<file path="src/design/ldf_pkg.sv">
// shared types, constants and register indexes for the led dimmer fade controller
// no dependencies
`default_nettype none

package ldf_pkg;

    localparam int LEVEL_BITS_DEF = 8;
    localparam int TIME_W         = 32;
    localparam int STEP_W         = 8;
    localparam int MS_W           = 16;
    localparam int CFG_IDX_W      = 2;
    localparam int CFG_DATA_W     = 16;

    localparam logic [MS_W-1:0]   LONG_PRESS_RST   = 16'd1000;
    localparam logic [MS_W-1:0]   FRAME_PERIOD_RST = 16'd10;
    localparam logic [STEP_W-1:0] FADE_STEP_RST    = 8'd4;
    localparam logic [STEP_W-1:0] SETUP_STEP_RST   = 8'd1;

    localparam logic [CFG_IDX_W-1:0] REG_LONG_PRESS   = 2'd0;
    localparam logic [CFG_IDX_W-1:0] REG_FRAME_PERIOD = 2'd1;
    localparam logic [CFG_IDX_W-1:0] REG_FADE_STEP    = 2'd2;
    localparam logic [CFG_IDX_W-1:0] REG_SETUP_STEP   = 2'd3;

    typedef enum logic [1:0] {
        CMD_PRESS   = 2'd0,
        CMD_RELEASE = 2'd1,
        CMD_HELD    = 2'd2,
        CMD_TICK    = 2'd3
    } cmd_t;

    typedef struct packed {
        logic [MS_W-1:0]   long_press_ms;
        logic [MS_W-1:0]   frame_period_ms;
        logic [STEP_W-1:0] fade_step;
        logic [STEP_W-1:0] setup_step;
    } cfg_t;

    typedef struct packed {
        cmd_t              cmd;
        logic [TIME_W-1:0] now_ms;
    } evt_t;

endpackage

`default_nettype wire

</file>
<file path="src/design/ldf_if.sv">
// request channels of the led dimmer fade controller: event, result and config write
// depends on ldf_pkg
`default_nettype none

interface ldf_event_if;
    logic                          valid;
    logic                          ready;
    logic [1:0]                    command;
    logic [ldf_pkg::TIME_W-1:0]    now_ms;

    modport source (output valid, command, now_ms, input ready);
    modport sink   (input valid, command, now_ms, output ready);
endinterface

interface ldf_result_if #(
    parameter int LEVEL_BITS = ldf_pkg::LEVEL_BITS_DEF
);
    logic                  valid;
    logic                  ready;
    logic [LEVEL_BITS-1:0] level;
    logic                  level_written;
    logic                  lamp_on;
    logic                  setup_active;

    modport source (output valid, level, level_written, lamp_on, setup_active, input ready);
    modport sink   (input valid, level, level_written, lamp_on, setup_active, output ready);
endinterface

interface ldf_cfg_if;
    logic                              valid;
    logic                              ready;
    logic [ldf_pkg::CFG_IDX_W-1:0]     index;
    logic [ldf_pkg::CFG_DATA_W-1:0]    data;

    modport source (output valid, index, data, input ready);
    modport sink   (input valid, index, data, output ready);
endinterface

`default_nettype wire

</file>
<file path="src/design/ldf_cfg.sv">
// configuration register file of the led dimmer fade controller
// depends on ldf_pkg
`default_nettype none

module ldf_cfg (
    input  wire logic                           clk,
    input  wire logic                           rst_n,
    input  wire logic                           wr_en,
    input  wire logic [ldf_pkg::CFG_IDX_W-1:0]  wr_index,
    input  wire logic [ldf_pkg::CFG_DATA_W-1:0] wr_data,
    output ldf_pkg::cfg_t                       cfg
);

    ldf_pkg::cfg_t cfg_reg;
    ldf_pkg::cfg_t cfg_next;

    always_comb
    begin
        cfg_next = cfg_reg;
        if (wr_en)
        begin
            case (wr_index)
                ldf_pkg::REG_LONG_PRESS:
                    cfg_next.long_press_ms = wr_data[ldf_pkg::MS_W-1:0];
                ldf_pkg::REG_FRAME_PERIOD:
                    cfg_next.frame_period_ms = wr_data[ldf_pkg::MS_W-1:0];
                ldf_pkg::REG_FADE_STEP:
                    cfg_next.fade_step = wr_data[ldf_pkg::STEP_W-1:0];
                ldf_pkg::REG_SETUP_STEP:
                    cfg_next.setup_step = wr_data[ldf_pkg::STEP_W-1:0];
                default:
                    cfg_next = cfg_reg;
            endcase
        end
    end

    always_ff @(posedge clk or negedge rst_n)
    begin
        if (!rst_n)
        begin
            cfg_reg.long_press_ms   <= ldf_pkg::LONG_PRESS_RST;
            cfg_reg.frame_period_ms <= ldf_pkg::FRAME_PERIOD_RST;
            cfg_reg.fade_step       <= ldf_pkg::FADE_STEP_RST;
            cfg_reg.setup_step      <= ldf_pkg::SETUP_STEP_RST;
        end
        else
        begin
            cfg_reg <= cfg_next;
        end
    end

    assign cfg = cfg_reg;

endmodule

`default_nettype wire

</file>
<file path="src/design/ldf_in_stage.sv">
// input register of the led dimmer fade controller
// depends on ldf_pkg
`default_nettype none

module ldf_in_stage (
    input  wire logic                        clk,
    input  wire logic                        rst_n,
    input  wire logic                        in_valid,
    output logic                             in_ready,
    input  wire logic [1:0]                  in_command,
    input  wire logic [ldf_pkg::TIME_W-1:0]  in_now_ms,
    input  wire logic                        advance,
    output logic                             evt_valid,
    output ldf_pkg::evt_t                    evt
);

    logic          valid_reg;
    logic          valid_next;
    ldf_pkg::evt_t evt_reg;
    logic          take;

    assign in_ready = !valid_reg || advance;
    assign take     = in_valid && in_ready;

    always_comb
    begin
        if (take)
            valid_next = 1'b1;
        else if (advance)
            valid_next = 1'b0;
        else
            valid_next = valid_reg;
    end

    always_ff @(posedge clk or negedge rst_n)
    begin
        if (!rst_n)
            valid_reg <= 1'b0;
        else
            valid_reg <= valid_next;
    end

    // payload only
    always_ff @(posedge clk)
    begin
        if (take)
        begin
            evt_reg.cmd    <= ldf_pkg::cmd_t'(in_command);
            evt_reg.now_ms <= in_now_ms;
        end
    end

    assign evt_valid = valid_reg;
    assign evt       = evt_reg;

endmodule

`default_nettype wire

</file>
<file path="src/design/ldf_core.sv">
// dimmer state update and result register of the led dimmer fade controller
// depends on ldf_pkg
`default_nettype none

module ldf_core #(
    parameter int LEVEL_BITS = ldf_pkg::LEVEL_BITS_DEF
) (
    input  wire logic          clk,
    input  wire logic          rst_n,
    input  wire logic          evt_valid,
    input  wire ldf_pkg::evt_t evt,
    input  wire ldf_pkg::cfg_t cfg,
    output logic               advance,
    output logic               res_valid,
    input  wire logic          res_ready,
    output logic [LEVEL_BITS-1:0] level,
    output logic               level_written,
    output logic               lamp_on,
    output logic               setup_active
);

    localparam int SUM_W = ((LEVEL_BITS > ldf_pkg::STEP_W) ? LEVEL_BITS : ldf_pkg::STEP_W) + 1;
    localparam logic [LEVEL_BITS-1:0] LEVEL_MAX = {LEVEL_BITS{1'b1}};

    logic                        res_valid_reg, res_valid_next;
    logic                        on_reg, on_next;
    logic                        setup_reg, setup_next;
    logic [LEVEL_BITS-1:0]       max_reg, max_next;
    logic [LEVEL_BITS-1:0]       cur_reg, cur_next;
    logic [LEVEL_BITS-1:0]       target_reg, target_next;
    logic [ldf_pkg::STEP_W-1:0]  mag_reg, mag_next;
    logic                        down_reg, down_next;
    logic [ldf_pkg::TIME_W-1:0]  press_reg, press_next;
    logic [ldf_pkg::TIME_W-1:0]  frame_reg, frame_next;
    logic                        wrote_reg, wrote_next;

    logic                        step_en;
    logic [ldf_pkg::TIME_W-1:0]  hold_deadline;
    logic [ldf_pkg::TIME_W-1:0]  frame_due;
    logic [SUM_W-1:0]            sum_up;
    logic [SUM_W-1:0]            floor_sum;
    logic [SUM_W-1:0]            diff_down;

    assign advance = !res_valid_reg || res_ready;
    assign step_en = evt_valid && advance;

    assign hold_deadline = press_reg + ldf_pkg::TIME_W'(cfg.long_press_ms);
    assign frame_due     = frame_reg + ldf_pkg::TIME_W'(cfg.frame_period_ms);
    assign sum_up        = SUM_W'(cur_reg) + SUM_W'(mag_reg);
    assign floor_sum     = SUM_W'(target_reg) + SUM_W'(mag_reg);
    assign diff_down     = SUM_W'(cur_reg) - SUM_W'(mag_reg);

    always_comb
    begin
        res_valid_next = res_valid_reg;
        on_next        = on_reg;
        setup_next     = setup_reg;
        max_next       = max_reg;
        cur_next       = cur_reg;
        target_next    = target_reg;
        mag_next       = mag_reg;
        down_next      = down_reg;
        press_next     = press_reg;
        frame_next     = frame_reg;
        wrote_next     = wrote_reg;

        if (advance)
            res_valid_next = evt_valid;

        if (step_en)
        begin
            wrote_next = 1'b0;
            case (evt.cmd)
                ldf_pkg::CMD_PRESS:
                begin
                    press_next = evt.now_ms;
                    mag_next   = cfg.fade_step;
                    if (on_reg)
                    begin
                        on_next     = 1'b0;
                        target_next = '0;
                        down_next   = 1'b1;
                    end
                    else
                    begin
                        on_next     = 1'b1;
                        target_next = max_reg;
                        down_next   = 1'b0;
                    end
                end
                ldf_pkg::CMD_RELEASE:
                begin
                    press_next = '0;
                    if (setup_reg)
                    begin
                        setup_next = 1'b0;
                        max_next   = cur_reg;
                        mag_next   = '0;
                    end
                end
                ldf_pkg::CMD_HELD:
                begin
                    if (!setup_reg && (hold_deadline < evt.now_ms))
                    begin
                        setup_next = 1'b1;
                        mag_next   = cfg.setup_step;
                        if (cur_reg == '0)
                        begin
                            down_next   = 1'b0;
                            target_next = LEVEL_MAX;
                        end
                        else
                        begin
                            down_next   = 1'b1;
                            target_next = '0;
                        end
                    end
                end
                ldf_pkg::CMD_TICK:
                begin
                    if (!(frame_due > evt.now_ms))
                    begin
                        frame_next = evt.now_ms;
                        if (mag_reg != '0)
                        begin
                            wrote_next = 1'b1;
                            if (!down_reg)
                            begin
                                if (sum_up > SUM_W'(target_reg))
                                begin
                                    cur_next = target_reg;
                                    if (setup_reg)
                                    begin
                                        down_next   = 1'b1;
                                        target_next = '0;
                                    end
                                    else
                                        mag_next = '0;
                                end
                                else
                                    cur_next = sum_up[LEVEL_BITS-1:0];
                            end
                            else
                            begin
                                if (SUM_W'(cur_reg) < floor_sum)
                                begin
                                    cur_next = target_reg;
                                    if (setup_reg)
                                    begin
                                        down_next   = 1'b0;
                                        target_next = LEVEL_MAX;
                                    end
                                    else
                                        mag_next = '0;
                                end
                                else
                                    cur_next = diff_down[LEVEL_BITS-1:0];
                            end
                        end
                    end
                end
                default:
                    wrote_next = 1'b0;
            endcase
        end
    end

    always_ff @(posedge clk or negedge rst_n)
    begin
        if (!rst_n)
        begin
            res_valid_reg <= 1'b0;
            on_reg        <= 1'b0;
            setup_reg     <= 1'b0;
            max_reg       <= LEVEL_MAX;
            cur_reg       <= '0;
            target_reg    <= '0;
            mag_reg       <= '0;
            down_reg      <= 1'b0;
            press_reg     <= '0;
            frame_reg     <= '0;
            wrote_reg     <= 1'b0;
        end
        else
        begin
            res_valid_reg <= res_valid_next;
            on_reg        <= on_next;
            setup_reg     <= setup_next;
            max_reg       <= max_next;
            cur_reg       <= cur_next;
            target_reg    <= target_next;
            mag_reg       <= mag_next;
            down_reg      <= down_next;
            press_reg     <= press_next;
            frame_reg     <= frame_next;
            wrote_reg     <= wrote_next;
        end
    end

    assign res_valid     = res_valid_reg;
    assign level         = cur_reg;
    assign level_written = wrote_reg;
    assign lamp_on       = on_reg;
    assign setup_active  = setup_reg;

endmodule

`default_nettype wire

</file>
<file path="src/design/led_dimmer_fade_controller.sv">
// top level of the led dimmer fade controller
// depends on ldf_pkg, ldf_if, ldf_cfg, ldf_in_stage and ldf_core
//
// Takes one button or frame-tick event per clock unless the result is stalled, and
// returns exactly one result per event. An accepted event is held in the input
// register; the core then updates the dimmer state and loads the result register,
// so each event passes the input register and then the result register. The rate is
// set by the state update, which feeds back on itself from one event to the next.
// The result register holds a stalled result while the input register still takes one
// more event. The configuration port is always ready and should only be written while
// no event is in flight.
`default_nettype none

module led_dimmer_fade_controller #(
    parameter int LEVEL_BITS = ldf_pkg::LEVEL_BITS_DEF
) (
    input  wire logic     clk,
    input  wire logic     rst_n,
    ldf_event_if.sink     evt,
    ldf_result_if.source  res,
    ldf_cfg_if.sink       cfg
);

    ldf_pkg::cfg_t         cfg_q;
    ldf_pkg::evt_t         evt_q;
    logic                  evt_q_valid;
    logic                  advance;
    logic [LEVEL_BITS-1:0] level;

    assign cfg.ready = 1'b1;

    ldf_cfg u_cfg (
        .clk      (clk),
        .rst_n    (rst_n),
        .wr_en    (cfg.valid),
        .wr_index (cfg.index),
        .wr_data  (cfg.data),
        .cfg      (cfg_q)
    );

    ldf_in_stage u_in (
        .clk        (clk),
        .rst_n      (rst_n),
        .in_valid   (evt.valid),
        .in_ready   (evt.ready),
        .in_command (evt.command),
        .in_now_ms  (evt.now_ms),
        .advance    (advance),
        .evt_valid  (evt_q_valid),
        .evt        (evt_q)
    );

    ldf_core #(
        .LEVEL_BITS (LEVEL_BITS)
    ) u_core (
        .clk           (clk),
        .rst_n         (rst_n),
        .evt_valid     (evt_q_valid),
        .evt           (evt_q),
        .cfg           (cfg_q),
        .advance       (advance),
        .res_valid     (res.valid),
        .res_ready     (res.ready),
        .level         (level),
        .level_written (res.level_written),
        .lamp_on       (res.lamp_on),
        .setup_active  (res.setup_active)
    );

    assign res.level = level;

endmodule

`default_nettype wire

</file>
<file path="src/flat_wrapper.sv">
// flat-port wrapper written by rule: the top's interface ports become plain ports
module led_dimmer_fade_controller_flat 
#(
    parameter int LEVEL_BITS = ldf_pkg::LEVEL_BITS_DEF
)
  (clk, rst_n, evt_valid, evt_command, evt_now_ms, evt_ready, res_valid, res_level, res_level_written, res_lamp_on, res_setup_active, res_ready, cfg_valid, cfg_index, cfg_data, cfg_ready);
  ldf_event_if evt_i ();
  ldf_result_if #(.LEVEL_BITS(LEVEL_BITS)) res_i ();
  ldf_cfg_if cfg_i ();
  input  wire logic clk;
  input  wire logic rst_n;
  input wire logic [$bits(evt_i.valid)-1:0] evt_valid;
  input wire logic [$bits(evt_i.command)-1:0] evt_command;
  input wire logic [$bits(evt_i.now_ms)-1:0] evt_now_ms;
  output wire logic [$bits(evt_i.ready)-1:0] evt_ready;
  output wire logic [$bits(res_i.valid)-1:0] res_valid;
  output wire logic [$bits(res_i.level)-1:0] res_level;
  output wire logic [$bits(res_i.level_written)-1:0] res_level_written;
  output wire logic [$bits(res_i.lamp_on)-1:0] res_lamp_on;
  output wire logic [$bits(res_i.setup_active)-1:0] res_setup_active;
  input wire logic [$bits(res_i.ready)-1:0] res_ready;
  input wire logic [$bits(cfg_i.valid)-1:0] cfg_valid;
  input wire logic [$bits(cfg_i.index)-1:0] cfg_index;
  input wire logic [$bits(cfg_i.data)-1:0] cfg_data;
  output wire logic [$bits(cfg_i.ready)-1:0] cfg_ready;
  assign evt_i.valid = evt_valid;
  assign evt_i.command = evt_command;
  assign evt_i.now_ms = evt_now_ms;
  assign evt_ready = evt_i.ready;
  assign res_valid = res_i.valid;
  assign res_level = res_i.level;
  assign res_level_written = res_i.level_written;
  assign res_lamp_on = res_i.lamp_on;
  assign res_setup_active = res_i.setup_active;
  assign res_i.ready = res_ready;
  assign cfg_i.valid = cfg_valid;
  assign cfg_i.index = cfg_index;
  assign cfg_i.data = cfg_data;
  assign cfg_ready = cfg_i.ready;
  led_dimmer_fade_controller #(.LEVEL_BITS(LEVEL_BITS)) u_core (.clk(clk), .rst_n(rst_n), .evt(evt_i), .res(res_i), .cfg(cfg_i));
endmodule
</file>
<file path="config.mk">
export PLATFORM = sky130hd
export DESIGN_NAME = led_dimmer_fade_controller_flat
export DESIGN_NICKNAME = d
export VERILOG_FILES = /design/src/design/ldf_pkg.sv /design/src/design/ldf_if.sv /design/src/design/ldf_cfg.sv /design/src/design/ldf_in_stage.sv /design/src/design/ldf_core.sv /design/src/design/led_dimmer_fade_controller.sv /design/src/flat_wrapper.sv
export SDC_FILE = /design/constraint.sdc
export NUM_CORES = 1
export LEC_CHECK = 0
export BUFFER_PORTS_ARGS = -buffer_cell sky130_fd_sc_hd__buf_4
export CAP_MARGIN = 20
export CORE_MARGIN = 3
export CORE_UTILIZATION = 55
export CTS_BUF_LIST = sky130_fd_sc_hd__clkbuf_8 sky130_fd_sc_hd__clkbuf_16
export CTS_CLUSTER_DIAMETER = 80
export DETAILED_ROUTE_END_ITERATION = 16
export PLACE_DENSITY = 0.81
export SKIP_LAST_GASP = 1
export SYNTH_ARGS = -nofsm -noshare
export SYNTH_HDL_FRONTEND = slang
export SYNTH_HIERARCHICAL = 1
export SYNTH_SLANG_ARGS = --single-unit
</file>
<file path="constraint.sdc">
create_clock -name clk -period 7.2 [get_ports clk]
set_clock_uncertainty 0.2 [all_clocks]
set_input_delay 1.08 -clock clk [delete_from_list [all_inputs] [get_ports clk]]
set_output_delay 1.08 -clock clk [all_outputs]
set_load 0.05 [all_outputs]
</file>
Word-level counts from Yosys, hierarchy flattened. Index checks and enable logic that the tools add are counted.

Register bits after elaboration: 184. Word-level logic and storage cells: 112.

Add/sub/neg operators: 5. Magnitude comparators: 4. Eq/ne operators: 13. Multiplexer cells: 42. Bitwise gates (word level): 1. Reduce and logical (&&, ||, !) cells: 29.

Operators with widths (number): $mux W8 (20); $add A32 B16 Y32 (2); $pmux W32 S2 (1); $gt A32 B32 Y1 (1); $lt A32 B32 Y1 (1); $pmux W8 S4 (1); $pmux W8 S3 (1); $add A8 B8 Y9 (2); $mux W1 (17); $reduce_and A2 Y1 (6); $ne A2 B2 Y1 const B (5); $gt A9 B8 Y1 (1); $lt A8 B9 Y1 (1); $reduce_and A3 Y1 (3); $eq A2 B2 Y1 const B (4); $logic_not A8 Y1 (1); $reduce_and A8 Y1 (1); $reduce_bool A8 Y1 (1); $sub A8 B8 Y8 (1); $reduce_and A7 Y1 (1); $ne A3 B3 Y1 const B (2); $reduce_bool A2 Y1 (3); $reduce_and A5 Y1 (1); $eq A2 B1 Y1 const B (2); 9 further kinds (15).

Depth between registers and ports, before layout.
Depth in word-level cells: 7. Gate-level depth with buffers: 19.

Hierarchy. Netlist, hierarchy kept.

Modules (own cells, without submodules): ldf_core (instances 1, cells each 1041, area each 9143.8 µm²); ldf_cfg (instances 1, cells each 102, area each 1815.5 µm²); ldf_in_stage (instances 1, cells each 38, area each 1074.8 µm²); led_dimmer_fade_controller (instances 1, cells each 2, area each 11.3 µm²).

Worst setup path before layout. No wires, ideal clock.

Kind: reg-to-reg. From: register u_core.u_cfg.cfg_reg (netlist bit u_core/u_cfg/cfg[17]). To: register u_core/u_core/mag_reg[0] (netlist bit). Setup time: 0.125 ns. Arrival: 4.568 ns. Required time: 6.875 ns. Path slack: 2.306 ns. Stages on the path, launching flop included: 18. Path buffers: 0. Period minus slack after synthesis: 4.894 ns. Cells stage by stage: dfstp_2 > inv_1 > fa_1 > nor2b_1 > o31a_1 > o211a_1 > o211ai_1 > a21oi_1 > o2111ai_1 > xnor2_1 > ha_1 > nand4_1 > or3_1 > or4_4 > o311ai_4 > a21oi_4 > nor3_4 > mux2_4.

Cells in the longest elaborated chain, start to end: 4.

RTL lines: start: declaration (line ldf_cfg.sv:14) `ldf_pkg::cfg_t cfg_reg;`; start signal: assignment (line ldf_cfg.sv:48) `cfg_reg <= cfg_next;`; $add A32 B16 Y32 (line ldf_core.sv:48) `assign frame_due = frame_reg + ldf_pkg::TIME_W'(cfg.frame_period_ms);`; $gt A32 B32 Y1 (line ldf_core.sv:121) `if (!(frame_due > evt.now_ms))`; $ne A2 B2 Y1 (no line); $reduce_and A7 Y1 (no line); end signal: assignment (line ldf_core.sv:192) `mag_reg <= mag_next;`; end: declaration (line ldf_core.sv:31) `logic [ldf_pkg::STEP_W-1:0] mag_reg, mag_next;`.

No other way between the ends. A chain may end at the register's enable or synchronous reset.

Worst setup path after layout.
From: register u_core.u_cfg.cfg_reg (netlist bit u_core/u_cfg/cfg[17]). To: register u_core/u_core/frame_reg[16] (netlist bit).

Cells in the longest elaborated chain, start to end: 4.

RTL lines: $add A32 B16 Y32 (line ldf_core.sv:48); $gt A32 B32 Y1 (line ldf_core.sv:121); $not A1 Y1 (no line); $reduce_and A3 Y1 (no line); end signal: assignment (line ldf_core.sv:195) `frame_reg <= frame_next;`; end: declaration (line ldf_core.sv:34) `logic [ldf_pkg::TIME_W-1:0] frame_reg, frame_next;`.

No other way between the ends.

==> impl_metrics.tcl <==
set metrics [dict create \
    start_kind "flop" \
    tightest_slew_ps 1020 \
    final_common_cell "ha_1" \
    drive_above_1_share_pct 16.5 \
    first_pass_iters 5 \
    fmax_ghz 0.170 \
    portBuffers 69 \
    cts.repair.resized 0 \
    hpwlAfterDp_um 20200 \
    combPwrFrac_pct 52.1 \
    postCtsHoldBufs 0 \
    synth-seq-area-share_pct 39.8 \
    maxSlewHeadroom_pct 31.3 \
    cellLeakagePower_nw 6.25 \
    path_class "flop to flop" \
    largest_reg_flops 48 \
    most-common-layout-cells "133 x ha_1, 132 x dfrtp_1, 105 x nand2_1" \
    cts_tree "yes" \
    fillers 1662 \
    area_growth_pct 11.5 \
    drtIter0Drc 663 \
    grt_pass1_vias 9130 \
    pin_count 71 \
    critPathRequiredTime_ps 7310 \
    placed_cells 1502 \
    worstHoldPathType "flop to flop" \
    vias 9245 \
    netlist_instances 1183 \
    multiInputGateArea_um2 6800 \
    ff_latch_area_um2 4800 \
    grt_pass1_wl_um 45500 \
    clk_latency_ps 440 \
    detail_route.wirelength_um 27600 \
    grt_overflow 0 \
    p_int_mw 3.12 \
    rsz0062_at_grt "false" \
    nNetsFinal 1441 \
    stdcell_count 1534 \
    finalHoldViolCount 0 \
    p_clk_share_pct 17.8 \
    status "complete, no violations" \
    core_um2 21300 \
    ys_types 76 \
    period_minus_slack_ps 5880 \
    die_area_um2 23700 \
    worst_setup_path_end_kind "flop" \
    antennaDiodeCount 0 \
    cts_setup_buffers 0 \
    fin_crit_sh_pct 81.6 \
    synth_area_per_cell_um2 10.2 \
    finalSetupViolCount 0 \
    antenna_found_initial 0 \
    yosysWarningCount 6 \
    powerDensity_nw_per_um2 400 \
    clock_path_buffers 2 \
    avgRoutedWirePerCell_um 18.0 \
    tns_ps 0 \
    root_buffer "clkbuf_16" \
    path_clk_slew_ps 70 \
    track_usage_pct 23.5 \
    synth_ff_type "dfrtp_1" \
    cp_max_fo 34 \
    sw_frac_of_total_pct 41.9 \
    synth_edf_count 34 \
    reg2reg_depth 18 \
    start_util_pct 56.6 \
    synth-seq-cells 184 \
    synth_area_um2 12000 \
    drcViolationCount 0 \
    die_h_um 154 \
    htreeDepth 4 \
    seq_power_share_pct 30.1 \
    synth_nets 1378 \
    slew_violations 0 \
    via_per_inst 6.03 \
    cts_buffers 17 \
    cp.arrival_ps 5980 \
    rows 53 \
    async_flop_share_pct 81.5 \
    hold_depth 2 \
    grt_max_degree 94 \
    ir_drop_uv 205 \
    ant_nets 0 \
    gp_congestion 0.888 \
    fp.dieW_um 154 \
    switchingPower_mw 2.25 \
    clkSinkCount 184 \
    drv_cap 0 \
]
==> per-layer routing <==
metal,GRT usage [%],vias to the layer above,wire (um)
met4,7.40,0,477
met2,40.4,240,13600
met1,30.4,4520,12100
met5,0,-,0
li1,-,4443,-
met3,4.28,42,1390
==> power groups by stage <==
stage / logic (mW) / registers, mW / clock network [mW]
floorplan: 2.06 / 1.63 / 0
global placement: 2.63 / 1.62 / 0
detailed placement: 2.73 / 1.63 / 0
CTS: 2.77 / 1.61 / 0.973
global route: 3.13 / 1.65 / 1.02
finish: 2.80 / 1.62 / 0.957
==> worst max-delay path: stages, from the launching register on <==
cell and delay, ps:
dfstp_2 550, inv_1 60, fa_1 460, nor2b_1 210, o31a_1 200, o211a_1 210
o211ai_1 140, a21oi_1 540, o2111ai_1 240, xnor2_1 180, ha_1 300, nand4_1 100
or3_1 430, or4_4 600, o311ai_4 140, nand3_2 560, buf_4 430, nand2_1 90
o21ai_0 90
==> cells in the mapped netlist, types with 5 or more instances <==
| cell | number | area share [%] |
|---|---|---|
| a211oi_1 | 12 | 0.75 |
| a21boi_0 | 7 | 0.44 |
| a21o_1 | 24 | 1.5 |
| a21oi_1 | 62 | 2.6 |
| a221oi_1 | 5 | 0.36 |
| a31oi_1 | 5 | 0.26 |
| and3_1 | 7 | 0.36 |
| clkbuf_1 | 23 | 0.72 |
| dfrtp_1 | 132 | 27 |
| dfstp_2 | 18 | 3.9 |
| edfxtp_1 | 34 | 8.5 |
| fa_1 | 5 | 0.83 |
| ha_1 | 133 | 14 |
| inv_1 | 86 | 2.7 |
| mux2_2 | 62 | 5.8 |
| mux2i_1 | 18 | 1.5 |
| nand2_1 | 105 | 3.3 |
| nand2b_1 | 12 | 0.62 |
| nand3_1 | 22 | 0.91 |
| nand4_1 | 19 | 0.99 |
| nor2_1 | 47 | 1.5 |
| nor2b_1 | 17 | 0.88 |
| nor3_1 | 23 | 0.96 |
| nor4_1 | 11 | 0.57 |
| o211ai_1 | 9 | 0.56 |
| o21a_1 | 15 | 0.93 |
| o21ai_0 | 67 | 2.8 |
| o21bai_1 | 17 | 1.1 |
| o31ai_1 | 37 | 2.3 |
| or3_1 | 7 | 0.36 |
| xnor2_1 | 46 | 3.3 |
| xor2_1 | 22 | 1.6 |
==> cells by family after synthesis <==
kind of cell,Yosys count,synth area share [%]
compound gates,297,16.7
xor+xnor,68,4.94
fa+ha+maj,138,14.6
buf+inv,116,3.76
flops,184,39.8
mux,82,7.54
other cells,1,0.0311
simple gates,297,12.6
==> through the flow <==
step	util (%)	area [um^2]	worst slack (ps)	power (mW)	hold WS (ps)
after detailed placement	60.2	12800	1500	4.36	272
after global placement	60.2	12800	1730	4.25	264
final	63.1	13400	1320	5.37	283
after global routing	63.1	13400	916	5.80	302
after floorplan	-	12000	2310	3.69	249
after CTS	63.1	13400	1420	5.36	288
==> layout make-up <==
| class | instances | area share (%) |
|---|---|---|
| Tap cell | 275 | 2.56 |
| Timing Repair Buffer | 74 | 4.16 |
| Clock inverter | 9 | 0.652 |
| Multi-Input combinational cell | 883 | 50.6 |
| Clock buffer | 23 | 3.87 |
| Inverter | 86 | 2.40 |
| Sequential cell | 184 | 35.7 |
==> path summary, 6_finish.rpt <==
path                       slack, ps                          end                       start
max                             1320  u_core/u_core/frame_reg[16]        u_core/u_cfg/cfg[17]
min                              280   u_core/u_core/press_reg[6]  u_core/u_core/press_reg[6]
max reg2reg                     1320  u_core/u_core/frame_reg[16]        u_core/u_cfg/cfg[17]
min reg2reg                      280   u_core/u_core/press_reg[6]  u_core/u_core/press_reg[6]
max in group asynchronous       5000  u_core/u_core/press_reg[29]                       rst_n
min in group asynchronous        520   u_core/u_core/press_reg[3]                       rst_n
Note: power is estimated with default switching activity, not from simulation.
